--- src/hw/rtl/key_matrix_change_detector_core_assert.svh ---
// assertion macros shared by the key matrix change detector rtl
// both expect clk and rst_n in scope
`ifndef KEY_MATRIX_CHANGE_DETECTOR_CORE_ASSERT_SVH
`define KEY_MATRIX_CHANGE_DETECTOR_CORE_ASSERT_SVH

// same-cycle implication
`define KMCD_ASSERT_NOW(name, ante, cons, msg) \
  name: assert property (@(posedge clk) disable iff (!rst_n) (ante) |-> (cons)) \
    else $error(msg);

// next-cycle implication
`define KMCD_ASSERT_NEXT(name, ante, cons, msg) \
  name: assert property (@(posedge clk) disable iff (!rst_n) (ante) |=> (cons)) \
    else $error(msg);

`endif

--- src/hw/rtl/kmcd_pkg.sv ---
package kmcd_pkg;

  localparam int MAX_COLS = 16;
  localparam int MAX_ROWS = 8;

  // payload widths
  localparam int COL_FIELD_W = 16;
  localparam int ROW_IDX_IN_W = 3;
  localparam int EVENT_W = 9;

  // config register widths
  localparam int COL_CNT_W = 5;
  localparam int ROW_CNT_W = 4;
  localparam int CFG_IDX_W = 1;
  localparam int CFG_DATA_W = 5;

  localparam int EFF_COLS_MAX = (MAX_COLS < COL_FIELD_W) ? MAX_COLS : COL_FIELD_W;
  localparam int ROW_SEL_W = (MAX_ROWS > 1) ? $clog2(MAX_ROWS) : 1;
  localparam int COL_SEL_W = $clog2(COL_FIELD_W);

  localparam logic [CFG_IDX_W-1:0] CFG_COLS_IN_USE = 1'b0;
  localparam logic [CFG_IDX_W-1:0] CFG_ROWS_IN_USE = 1'b1;

  typedef enum logic [0:0] {
    ST_IDLE,
    ST_EMIT
  } kmcd_state_t;

  typedef struct packed {
    logic accept;
    logic load_out;
  } kmcd_cmd_t;

  typedef struct packed {
    logic diff_empty;
    logic last_pending;
    logic out_free;
  } kmcd_sts_t;

endpackage

--- src/hw/rtl/key_matrix_change_detector_core.sv ---
// key matrix change detector
// input channel (in_valid / in_stall): one request per scanned row, carrying
//   in_row_index and in_column_levels (bit c low = key pressed)
// output channel (out_valid / out_stall): one request per key whose level
//   changed, in column order; out_key_event is +key number on press and
//   -key number on release (key number = row * columns + column + 1),
//   out_last_event marks the final event of a row sample
// config channel (cfg_valid / cfg_ready): index 0 columns in use,
//   index 1 rows in use; cfg_ready is always high, write only while idle
// the change mask is registered when a row is taken; its events are then
//   loaded into the output register from the emit state, one changed column
//   per cycle while the output slot is free
// reset: every key released, 16 columns and 8 rows in use, nothing pending
// a stalled output holds its event; the scan waits until the slot frees,
//   and a new row is taken once the last event sits in the output register
// rows at or beyond rows in use are taken and dropped without events
module key_matrix_change_detector_core (
  input  logic                                   clk,
  input  logic                                   rst_n,
  // row sample input
  input  logic                                   in_valid,
  output logic                                   in_stall,
  input  logic [kmcd_pkg::ROW_IDX_IN_W-1:0]      in_row_index,
  input  logic [kmcd_pkg::COL_FIELD_W-1:0]       in_column_levels,
  // key events
  output logic                                   out_valid,
  input  logic                                   out_stall,
  output logic signed [kmcd_pkg::EVENT_W-1:0]    out_key_event,
  output logic                                   out_last_event,
  // register writes
  input  logic                                   cfg_valid,
  output logic                                   cfg_ready,
  input  logic [kmcd_pkg::CFG_IDX_W-1:0]         cfg_index,
  input  logic [kmcd_pkg::CFG_DATA_W-1:0]        cfg_data
);
  import kmcd_pkg::*;

  kmcd_cmd_t cmd;
  kmcd_sts_t sts;

  // register writes never back-pressure
  assign cfg_ready = 1'b1;

  // sequencer: idle / emit
  kmcd_ctrl u_ctrl (
    .clk      (clk),
    .rst_n    (rst_n),
    .in_valid (in_valid),
    .in_stall (in_stall),
    .cmd      (cmd),
    .sts      (sts)
  );

  // key level store, change mask, event builder and output register
  kmcd_dp u_dp (
    .clk              (clk),
    .rst_n            (rst_n),
    .cmd              (cmd),
    .sts              (sts),
    .cfg_valid        (cfg_valid),
    .cfg_index        (cfg_index),
    .cfg_data         (cfg_data),
    .in_row_index     (in_row_index),
    .in_column_levels (in_column_levels),
    .out_valid        (out_valid),
    .out_stall        (out_stall),
    .out_key_event    (out_key_event),
    .out_last_event   (out_last_event)
  );

endmodule

--- src/hw/rtl/kmcd_ctrl.sv ---
module kmcd_ctrl (
  input  logic                clk,
  input  logic                rst_n,
  input  logic                in_valid,
  output logic                in_stall,
  output kmcd_pkg::kmcd_cmd_t cmd,
  input  kmcd_pkg::kmcd_sts_t sts
);
  import kmcd_pkg::*;

  `include "key_matrix_change_detector_core_assert.svh"

  kmcd_state_t state_r;
  kmcd_state_t state_nxt;

  always_ff @(posedge clk) begin
    if (!rst_n) begin
      state_r <= ST_IDLE;
    end else begin
      state_r <= state_nxt;
    end
  end

  // next state
  always_comb begin
    state_nxt = state_r;
    unique case (state_r)
      ST_IDLE: begin
        if (in_valid) begin
          state_nxt = ST_EMIT;
        end
      end
      ST_EMIT: begin
        priority if (sts.diff_empty) begin
          state_nxt = ST_IDLE;
        end else if (sts.out_free && sts.last_pending) begin
          state_nxt = ST_IDLE;
        end
      end
      default: state_nxt = ST_IDLE;
    endcase
  end

  // outputs
  always_comb begin
    cmd      = '0;
    in_stall = 1'b1;
    unique case (state_r)
      ST_IDLE: begin
        in_stall   = 1'b0;
        cmd.accept = in_valid;
      end
      ST_EMIT: begin
        cmd.load_out = !sts.diff_empty && sts.out_free;
      end
      default: in_stall = 1'b1;
    endcase
  end

  `KMCD_ASSERT_NEXT(a_accept_to_emit, cmd.accept, state_r == ST_EMIT,
                    "accepted request did not start emitting")
  `KMCD_ASSERT_NOW(a_load_needs_slot, cmd.load_out, sts.out_free && !in_stall == 1'b0,
                   "event loaded into a busy output slot")

endmodule

--- src/hw/rtl/kmcd_dp.sv ---
module kmcd_dp (
  input  logic                                   clk,
  input  logic                                   rst_n,
  input  kmcd_pkg::kmcd_cmd_t                    cmd,
  output kmcd_pkg::kmcd_sts_t                    sts,
  input  logic                                   cfg_valid,
  input  logic [kmcd_pkg::CFG_IDX_W-1:0]         cfg_index,
  input  logic [kmcd_pkg::CFG_DATA_W-1:0]        cfg_data,
  input  logic [kmcd_pkg::ROW_IDX_IN_W-1:0]      in_row_index,
  input  logic [kmcd_pkg::COL_FIELD_W-1:0]       in_column_levels,
  output logic                                   out_valid,
  input  logic                                   out_stall,
  output logic signed [kmcd_pkg::EVENT_W-1:0]    out_key_event,
  output logic                                   out_last_event
);
  import kmcd_pkg::*;

  `include "key_matrix_change_detector_core_assert.svh"

  logic [COL_CNT_W-1:0]   cols_r;
  logic [ROW_CNT_W-1:0]   rows_r;
  logic [COL_FIELD_W-1:0] levels_mem_r [MAX_ROWS];

  logic [COL_FIELD_W-1:0] diff_r;
  logic [COL_FIELD_W-1:0] levels_r;
  logic [EVENT_W-1:0]     base_r;

  logic                   out_valid_r;
  logic [EVENT_W-1:0]     event_r;
  logic                   last_r;

  logic [COL_CNT_W-1:0]   ncols;
  logic [ROW_CNT_W:0]     nrows;
  logic                   row_ok;
  logic [ROW_SEL_W-1:0]   row_sel;
  logic [COL_FIELD_W-1:0] col_mask;
  logic [COL_FIELD_W-1:0] stored;
  logic [COL_FIELD_W-1:0] low_bit;
  logic [COL_FIELD_W-1:0] diff_rest;
  logic [COL_SEL_W-1:0]   col_idx;
  logic [EVENT_W-1:0]     key_num;
  logic                   released;

  // saturated counts and active column mask
  always_comb begin
    priority if (cols_r == '0) begin
      ncols = COL_CNT_W'(1);
    end else if (int'(cols_r) > EFF_COLS_MAX) begin
      ncols = COL_CNT_W'(EFF_COLS_MAX);
    end else begin
      ncols = cols_r;
    end
    priority if (rows_r == '0) begin
      nrows = (ROW_CNT_W+1)'(1);
    end else if (int'(rows_r) > MAX_ROWS) begin
      nrows = (ROW_CNT_W+1)'(MAX_ROWS);
    end else begin
      nrows = {1'b0, rows_r};
    end
    for (int i = 0; i < COL_FIELD_W; i++) begin
      col_mask[i] = (i < EFF_COLS_MAX) && (int'(ncols) > i);
    end
  end

  assign row_ok  = (ROW_CNT_W+1)'(in_row_index) < nrows;
  assign row_sel = ROW_SEL_W'(in_row_index);
  assign stored  = levels_mem_r[row_sel];

  // lowest pending column
  always_comb begin
    low_bit   = diff_r & (~diff_r + COL_FIELD_W'(1));
    diff_rest = diff_r & (diff_r - COL_FIELD_W'(1));
    col_idx   = '0;
    for (int i = 0; i < COL_FIELD_W; i++) begin
      if (low_bit[i]) begin
        col_idx = col_idx | COL_SEL_W'(i);
      end
    end
    released = |(low_bit & levels_r);
    key_num  = base_r + EVENT_W'(col_idx) + EVENT_W'(1);
  end

  always_ff @(posedge clk) begin
    if (!rst_n) begin
      cols_r <= COL_CNT_W'(16);
      rows_r <= ROW_CNT_W'(8);
      for (int r = 0; r < MAX_ROWS; r++) begin
        levels_mem_r[r] <= '1;
      end
    end else begin
      if (cfg_valid) begin
        unique case (cfg_index)
          CFG_COLS_IN_USE: cols_r <= cfg_data[COL_CNT_W-1:0];
          CFG_ROWS_IN_USE: rows_r <= cfg_data[ROW_CNT_W-1:0];
          default: ;
        endcase
      end
      if (cmd.accept && row_ok) begin
        levels_mem_r[row_sel] <= (stored & ~col_mask) | (in_column_levels & col_mask);
      end
    end
  end

  always_ff @(posedge clk) begin
    if (!rst_n) begin
      diff_r <= '0;
    end else if (cmd.accept) begin
      diff_r <= row_ok ? ((in_column_levels ^ stored) & col_mask) : '0;
    end else if (cmd.load_out) begin
      diff_r <= diff_rest;
    end
  end

  always_ff @(posedge clk) begin
    if (cmd.accept) begin
      levels_r <= in_column_levels;
      base_r   <= EVENT_W'(in_row_index) * EVENT_W'(ncols);
    end
  end

  // output slot
  always_ff @(posedge clk) begin
    if (!rst_n) begin
      out_valid_r <= 1'b0;
    end else if (cmd.load_out) begin
      out_valid_r <= 1'b1;
    end else if (!out_stall) begin
      out_valid_r <= 1'b0;
    end
  end

  always_ff @(posedge clk) begin
    if (cmd.load_out) begin
      event_r <= released ? (EVENT_W'(0) - key_num) : key_num;
      last_r  <= (diff_rest == '0);
    end
  end

  assign sts.diff_empty   = (diff_r == '0);
  assign sts.last_pending = (diff_rest == '0);
  assign sts.out_free     = !out_valid_r || !out_stall;

  assign out_valid      = out_valid_r;
  assign out_key_event  = signed'(event_r);
  assign out_last_event = last_r;

  `KMCD_ASSERT_NOW(a_load_nonempty, cmd.load_out, diff_r != '0,
                   "event emitted from an empty change mask")
  `KMCD_ASSERT_NEXT(a_load_clears_one, cmd.load_out && !cmd.accept,
                    $countones(diff_r) == $countones($past(diff_r)) - 1,
                    "emit did not retire exactly one column")

endmodule

--- config.mk ---
export PLATFORM = sky130hd
export DESIGN_NAME = key_matrix_change_detector_core
export DESIGN_NICKNAME = d
export VERILOG_FILES = /design/src/hw/rtl/kmcd_pkg.sv /design/src/hw/rtl/key_matrix_change_detector_core.sv /design/src/hw/rtl/kmcd_ctrl.sv /design/src/hw/rtl/kmcd_dp.sv
export VERILOG_INCLUDE_DIRS = /design/src /design/src/hw/rtl
export SDC_FILE = /design/constraint.sdc
export NUM_CORES = 1
export LEC_CHECK = 0
export ABC_AREA = 1
export BUFFER_PORTS_ARGS = -buffer_cell sky130_fd_sc_hd__buf_2
export CELL_PAD_IN_SITES_DETAIL_PLACEMENT = 2
export CELL_PAD_IN_SITES_GLOBAL_PLACEMENT = 2
export CORE_MARGIN = 10
export CORE_UTILIZATION = 41
export CTS_BUF_LIST = sky130_fd_sc_hd__clkbuf_8
export DETAILED_ROUTE_END_ITERATION = 6
export PLACE_DENSITY_LB_ADDON = 0.1
export SLEW_MARGIN = 20
export SYNTH_ARGS = -nofsm -noshare
export SYNTH_HDL_FRONTEND = slang
export SYNTH_SLANG_ARGS = --single-unit
--- constraint.sdc ---
create_clock -name clk -period 3.45 [get_ports clk]
set_input_delay 0.1725 -clock clk [delete_from_list [all_inputs] [get_ports clk]]
set_output_delay 0.1725 -clock clk [all_outputs]
set_load 0.05 [all_outputs]
After elaboration in Yosys (flattened, before gate mapping):

Memory sizes are Yosys's and may differ from the RTL's.
Index checks and enable logic that the tools add are counted.

* flip-flop bits (word level): 61
* latch bits: 0
* memory bits (writable): 128
* memory bits (read-only): 0
* output and inout port bits: 13
* logic and storage cells: 103
* memories: 1

* add/subtract/negate cells: 5
* $mul: 1
* div/mod/pow operators: 0
* order comparisons: 19
* equality and inequality tests: 1
* shifts and indexed selects: 0
* muxes and demuxes: 39
* bitwise operators: 12
* reductions and logical operators: 16

Memory list
* u_dp.levels_mem_r: words 8, width 16, rd ports 1, clocked after Yosys merged registers in 0, write ports 8, RTL line kmcd_dp.sv:22 `logic [COL_FIELD_W-1:0] levels_mem_r [MAX_ROWS];`

Operator list (number)
* AND 16 bit: 6
* 2-to-1 mux 16 bit: 4
* > comparator 5 x 4 -> 1 bit (second input constant): 8
* 2-to-1 mux 4 bit: 10
* logical NOT 16 bit: 2
* inverter 16 bit: 2
* OR reduction 16 bit: 2
* > comparator 5 x 3 -> 1 bit (second input constant): 4
* adder 16 x 1 -> 16 bit (second input constant): 1
* OR 16 bit: 1
* subtractor 16 x 1 -> 16 bit (second input constant): 1
* bitwise XOR 16 bit: 1
* 2-to-1 mux 3 bit: 5
* 2-to-1 mux 1 bit: 14
* > comparator 5 x 1 -> 1 bit (second input constant): 2
* > comparator 5 x 2 -> 1 bit (second input constant): 2
* 2-to-1 mux 5 bit: 2
* adder 8 x 4 -> 9 bit: 1
* adder 9 x 1 -> 9 bit (second input constant): 1
* 2-to-1 mux 9 bit: 1
* subtractor 1 x 9 -> 9 bit (first input constant): 1
* multiplier 3 x 5 -> 8 bit: 1
* > comparator 5 bit (second input constant): 1
* logical NOT 5 bit: 1
* 12 further kinds: 19

Longest topological paths before layout:

* word-level depth: 22
* mapped depth: 20
* depth with buffers taken out: 20

Modules after synthesis:

Synthesis repeated with hierarchy kept, for this count alone.

* cell total of the unflattened synthesis: 1126
* area, all modules: 10287.4 um2

Modules (own cells, without submodules)
* kmcd_dp: instances 1, cells an instance 1113, area each 10209.8 um2, seq. area each 5385.2 um2
* kmcd_ctrl: instances 1, cells an instance 11, area each 66.3 um2, seq. area each 20.0 um2
* key_matrix_change_detector_core: instances 1, cells an instance 2, area each 11.3 um2, seq. area each 0.0 um2

Least setup slack after synthesis:

OpenSTA, ideal clock, no wires.

* path type: reg-to-reg
* start point: reg u_dp.diff_r[5]
* end point: reg u_dp.event_r[7] (netlist: u_dp.out_key_event[7]), data pin
* library setup time: 253 ps
* arrival time: 2624 ps
* setup slack: 574 ps
* cell stages (with the launch flop): 20
* path buffers: 0
* cells stage by stage: dfxtp_1 -> nor2_1 -> nand2_1 -> nor2_4 -> a21oi_1 -> nand2_1 -> nor4_1 -> ha_1 -> inv_1 -> fa_1 -> nand3_1 -> nand2_1 -> xnor2_1 -> nand3_1 -> nor2_1 -> nand2_1 -> nand2_1 -> nand2_1 -> nand2_1 -> nand2_1

* cells in the longest elaborated chain, start to end: 18
* elaborated cells on any way between the ends: 20

Ends and longest elaborated chain
* start, declared: RTL line kmcd_dp.sv:24 `logic [COL_FIELD_W-1:0] diff_r;`
* start signal, assigned: RTL line kmcd_dp.sv:108 `diff_r <= row_ok ? ((in_column_levels ^ stored) & col_mask) : '0;`
* start signal, assigned: RTL line kmcd_dp.sv:110 `diff_r <= diff_rest;`
* inverter 16 bit: RTL line kmcd_dp.sv:71 `low_bit = diff_r & (~diff_r + COL_FIELD_W'(1));`
* adder 16 x 1 -> 16 bit: RTL line kmcd_dp.sv:71
* AND 16 bit (*): RTL line kmcd_dp.sv:71
* 2-to-1 mux 3 bit (3 in series): RTL line kmcd_dp.sv:75 `if (low_bit[i]) begin`
* 2-to-1 mux 4 bit (8 in series): RTL line kmcd_dp.sv:75
* adder 8 x 4 -> 9 bit: RTL line kmcd_dp.sv:80 `key_num = base_r + EVENT_W'(col_idx) + EVENT_W'(1);`
* adder 9 x 1 -> 9 bit: RTL line kmcd_dp.sv:80
* subtractor 1 x 9 -> 9 bit: RTL line kmcd_dp.sv:134 `event_r <= released ? (EVENT_W'(0) - key_num) : key_num;`
* 2-to-1 mux 9 bit (*): RTL line kmcd_dp.sv:134
* end signal, assigned: RTL line kmcd_dp.sv:134
* end, declared: RTL line kmcd_dp.sv:29 `logic [EVENT_W-1:0] event_r;`

Mark *: on every way between the ends. The rest lies on a longest branch, timed or not.
A chain may end at the register's enable or synchronous reset.

Worst setup path after layout:

* start point: reg u_dp.diff_r[0]
* end point: reg u_dp.event_r[8] (netlist: u_dp.out_key_event[8]), data pin

* cells in the longest elaborated chain, start to end: 22
* elaborated cells on any way between the ends: 24

Ends and longest elaborated chain (RTL line)
* inverter 16 bit: kmcd_dp.sv:71
* adder 16 x 1 -> 16 bit: kmcd_dp.sv:71
* AND 16 bit (*): kmcd_dp.sv:71
* 2-to-1 mux 1 bit: kmcd_dp.sv:75
* 2-to-1 mux 2 bit (2 in series): kmcd_dp.sv:75
* 2-to-1 mux 3 bit (4 in series): kmcd_dp.sv:75
* 2-to-1 mux 4 bit (8 in series): kmcd_dp.sv:75
* adder 8 x 4 -> 9 bit: kmcd_dp.sv:80
* adder 9 x 1 -> 9 bit: kmcd_dp.sv:80
* subtractor 1 x 9 -> 9 bit: kmcd_dp.sv:134
* 2-to-1 mux 9 bit (*): kmcd_dp.sv:134

Marks and branches as above.

==> flow_summary.yaml <==
synth:
  synthMuxAreaShare_pct: 0
  synth-edff-count: 162
  synth_top_area_share_pct: 49.21
  ys.flop_type: "edfxtp_1"
  netlist_area_um2: 9886
  synth.most_common_cell: "nand2_1"
  synth_adder_area_share_pct: 2.911
  ys_types: 43
  avgSynthCellArea_um2: 9.028
  synth_top_cell_by_area: "edfxtp_1"
  ys_seq_area_share_pct: 54.68
  synthTopCellsByCount: "262 x nand2_1, 187 x nor2_1, 162 x edfxtp_1"
  yosysWarnings: 0
  synth_top_family_by_area: "simple AND/OR/NAND/NOR gates"
  ys_ff_latch: 189
  synth_compound_area_share_pct: 10.07
  synth_xor_area_share_pct: 1.861
  synth_fp_nets: 1145
  async_flop_share_pct: 0
  synth-simple-area-share_pct: 24.69
  ys_top_cells_by_area: "edfxtp_1 49%, nand2_1 9.9%, nor2_1 7.1%"
  synthCells: 1095
global_routing:
  overflow: 0
  grt_first_pass_wirelength_um: 54210
  grt_antenna_before_repair: 0
  globalRouteTotalUtil_pct: 23.09
  grt_max_degree: 66
  grt_pass1_vias: 9126
clock_tree:
  cts_max_path_buffers: 2
  cts-root-buf: "clkbuf_8"
  htreeDepth: 4
  cts_tree: "done"
  cts_buffers: 17
  clkSlewWorstSetupHoldPaths_ps: 120
  clk_latency_ps: 490
  cts_sinks: 189
finish:
  drive_gt1_share_pct: 16.32
  antenna_cells: 0
  fin_area_um2: 11250
  area_growth_pct: 13.80
  nets: 1226
  nFillCells: 2639
placed_design:
  dp_hpwl_um: 25110
  placed_area_um2: 10520
  gp_congestion: 0.8983
  port_buffers: 41
  pre_cts_ws_ps: -7.917
timing:
  fin_ws_ps: 112.8
  skew_ps: 22.36
  hold_viol_final: 0
  max_slew.worst_pin.slew_ps: 921.3
  finalCritPeriodShare_pct: 96.73
  fin_tns_setup_ps: 0
  max_freq_mhz: 299.7
  slew_violations: 0
  min_period_ps: 3337
  rsz0062_at_grt: "yes"
  slew-limit-headroom_pct: 38.17
  setup_viol: 0
worst_setup_path:
  critical_path_arrival_ps: 3590
  criticalPathCategory: "reg -> reg"
  cp_max_fo: 6
  worst-endpoint-required_ps: 3700
  cp-start-kind: "register"
  end_kind: "register"
floorplan:
  rows: 56
  io_pins: 43
  initial_core_util_pct: 41.87
  die_area_um2: 30720
  core_um2: 23610
  fp.dieH_um: 175.3
  die_w_um: 175.3
power:
  p_per_area_nw_per_um2: 535.6
  peakVddDrop_mv: 0.3083
  p_leak_nw: 3.977
drt:
  wirelength_um: 35660
  drt-pass1-iter-count: 5
  initialDrtViolationCount: 505
  wl_per_cell_um: 23.65
  vias: 8251
  via_per_inst: 5.471
  route.detailed.drc: 0
  ant_nets: 0
outcome:
  status: "completed"
hold_path:
  holdCritPathClass: "in -> reg"
job:
  cap_violations: 0
-- layout by cell type (no fill, tap or decap), types with 21 or more instances in the layout --
| cell | n |
|---|---|
| inv_1 | 75 |
| nor2_1 | 180 |
| a21oi_1 | 33 |
| o21ai_0 | 85 |
| nand2_1 | 260 |
| nand3_1 | 34 |
| edfxtp_1 | 162 |
| o211ai_1 | 21 |
| buf_2 | 41 |
| o21ai_1 | 24 |
| or2_2 | 21 |
| buf_4 | 36 |
| dlygate4sd3_1 | 21 |
-- repair_timing --
action                     4_1_cts  5_1_grt
buffers inserted                 0        3
pin swaps                        0        2
gates resized for setup          3       31
setup endpoints to repair        2        7
hold buffers                    21        0
hold endpoints to repair        24        0
-- stage by stage --
step | instances | total power [mW] | util, % | hold slack [ps]
after global routing | 1508 | 6.316 | 47.64 | 34.41
after floorplan | 1095 | 3.826 | - | 271.4
after CTS | 1505 | 5.972 | 47.22 | 10.62
final | 1508 | 6.025 | 47.64 | 32.04
after detailed placement | 1452 | 4.436 | 44.56 | 401.6
after global placement | 1452 | 4.363 | 44.56 | 395.7
-- flip-flops by register name, indices dropped and copies added (netlist names) --
| signal | cells |
|---|---|
| u_dp.out_key_event | 9 |
| u_dp.out_last_event | 1 |
| u_dp.levels_r | 16 |
| u_dp.levels_mem_r | 128 |
| u_dp.cols_r | 5 |
| u_dp.base_r | 8 |
| u_dp.diff_r | 16 |
| u_ctrl.state_r | 1 |
| u_dp.out_valid | 1 |
| u_dp.rows_r | 4 |
-- layout make-up --
class	count	area, µm²	area share (%)
clock inverters	15	172.7	1.535
repair buffers	99	705.7	6.273
inverters	88	332.8	2.959
clock buffers	17	234.0	2.080
multi-input cells	781	3975	35.34
flip-flops and latches	189	5430	48.27
well taps	319	399.1	3.548
-- cell families (layout without fill, tap and decap cells) --
kind of cell / after synthesis / count (layout)
DFF: 189 / 189
AOI/OAI and AO/OA: 181 / 181
and+or+nand+nor: 558 / 558
other: 1 / 1
adders and majority gates: 20 / 20
xor gates and xnor gates: 21 / 21
buffers and inverters: 125 / 219
-- per-layer routing --
metal	vias to the layer above	track usage, %	routed length, µm
met2	165	43.73	19230
met5	-	0	0
met1	4200	26.17	14310
met3	51	3.646	1361
met4	0	6.288	757
li1	3835	-	-
-- critical path: stages, from the launching register on --
cell	delay (ps)
dfxtp_4	380
nor2_4	200
nand2_4	120
nor2_4	150
nand2_1	120
o21ai_1	230
nor4_2	70
buf_4	140
ha_1	170
inv_1	100
fa_2	460
inv_1	100
ha_1	150
inv_1	60
nor2_1	150
nand3_1	110
nor2_2	140
nand3_1	110
nand3_1	90
nand2_1	60
-- where the power goes --
part | leakage, nW | internal, mW | total (mW) | switching, mW
sequential | 1.44 | 2.63 | 2.72 | 0.0897
clock | 0.199 | 0.550 | 1.53 | 0.980
combinational | 2.33 | 0.555 | 1.77 | 1.22
-- worst paths after layout --
check | startpoint | endpoint | slack, ps | depth (start not counted)
worst max register to register | u_dp.diff_r[0]$_SDFFE_PN0P_ | u_dp.out_key_event[8]$_DFFE_PP_ | 110 | 19
worst min register to register | u_dp.rows_r[0]$_SDFFE_PN0P_ | u_dp.rows_r[0]$_SDFFE_PN0P_ | 540 | 2
worst min-delay path | out_stall | u_dp.out_valid$_SDFFE_PN0P_ | 30 | 3
worst max-delay path | u_dp.diff_r[0]$_SDFFE_PN0P_ | u_dp.out_key_event[8]$_DFFE_PP_ | 110 | 19
Note: power is estimated with default switching activity, not from simulation.
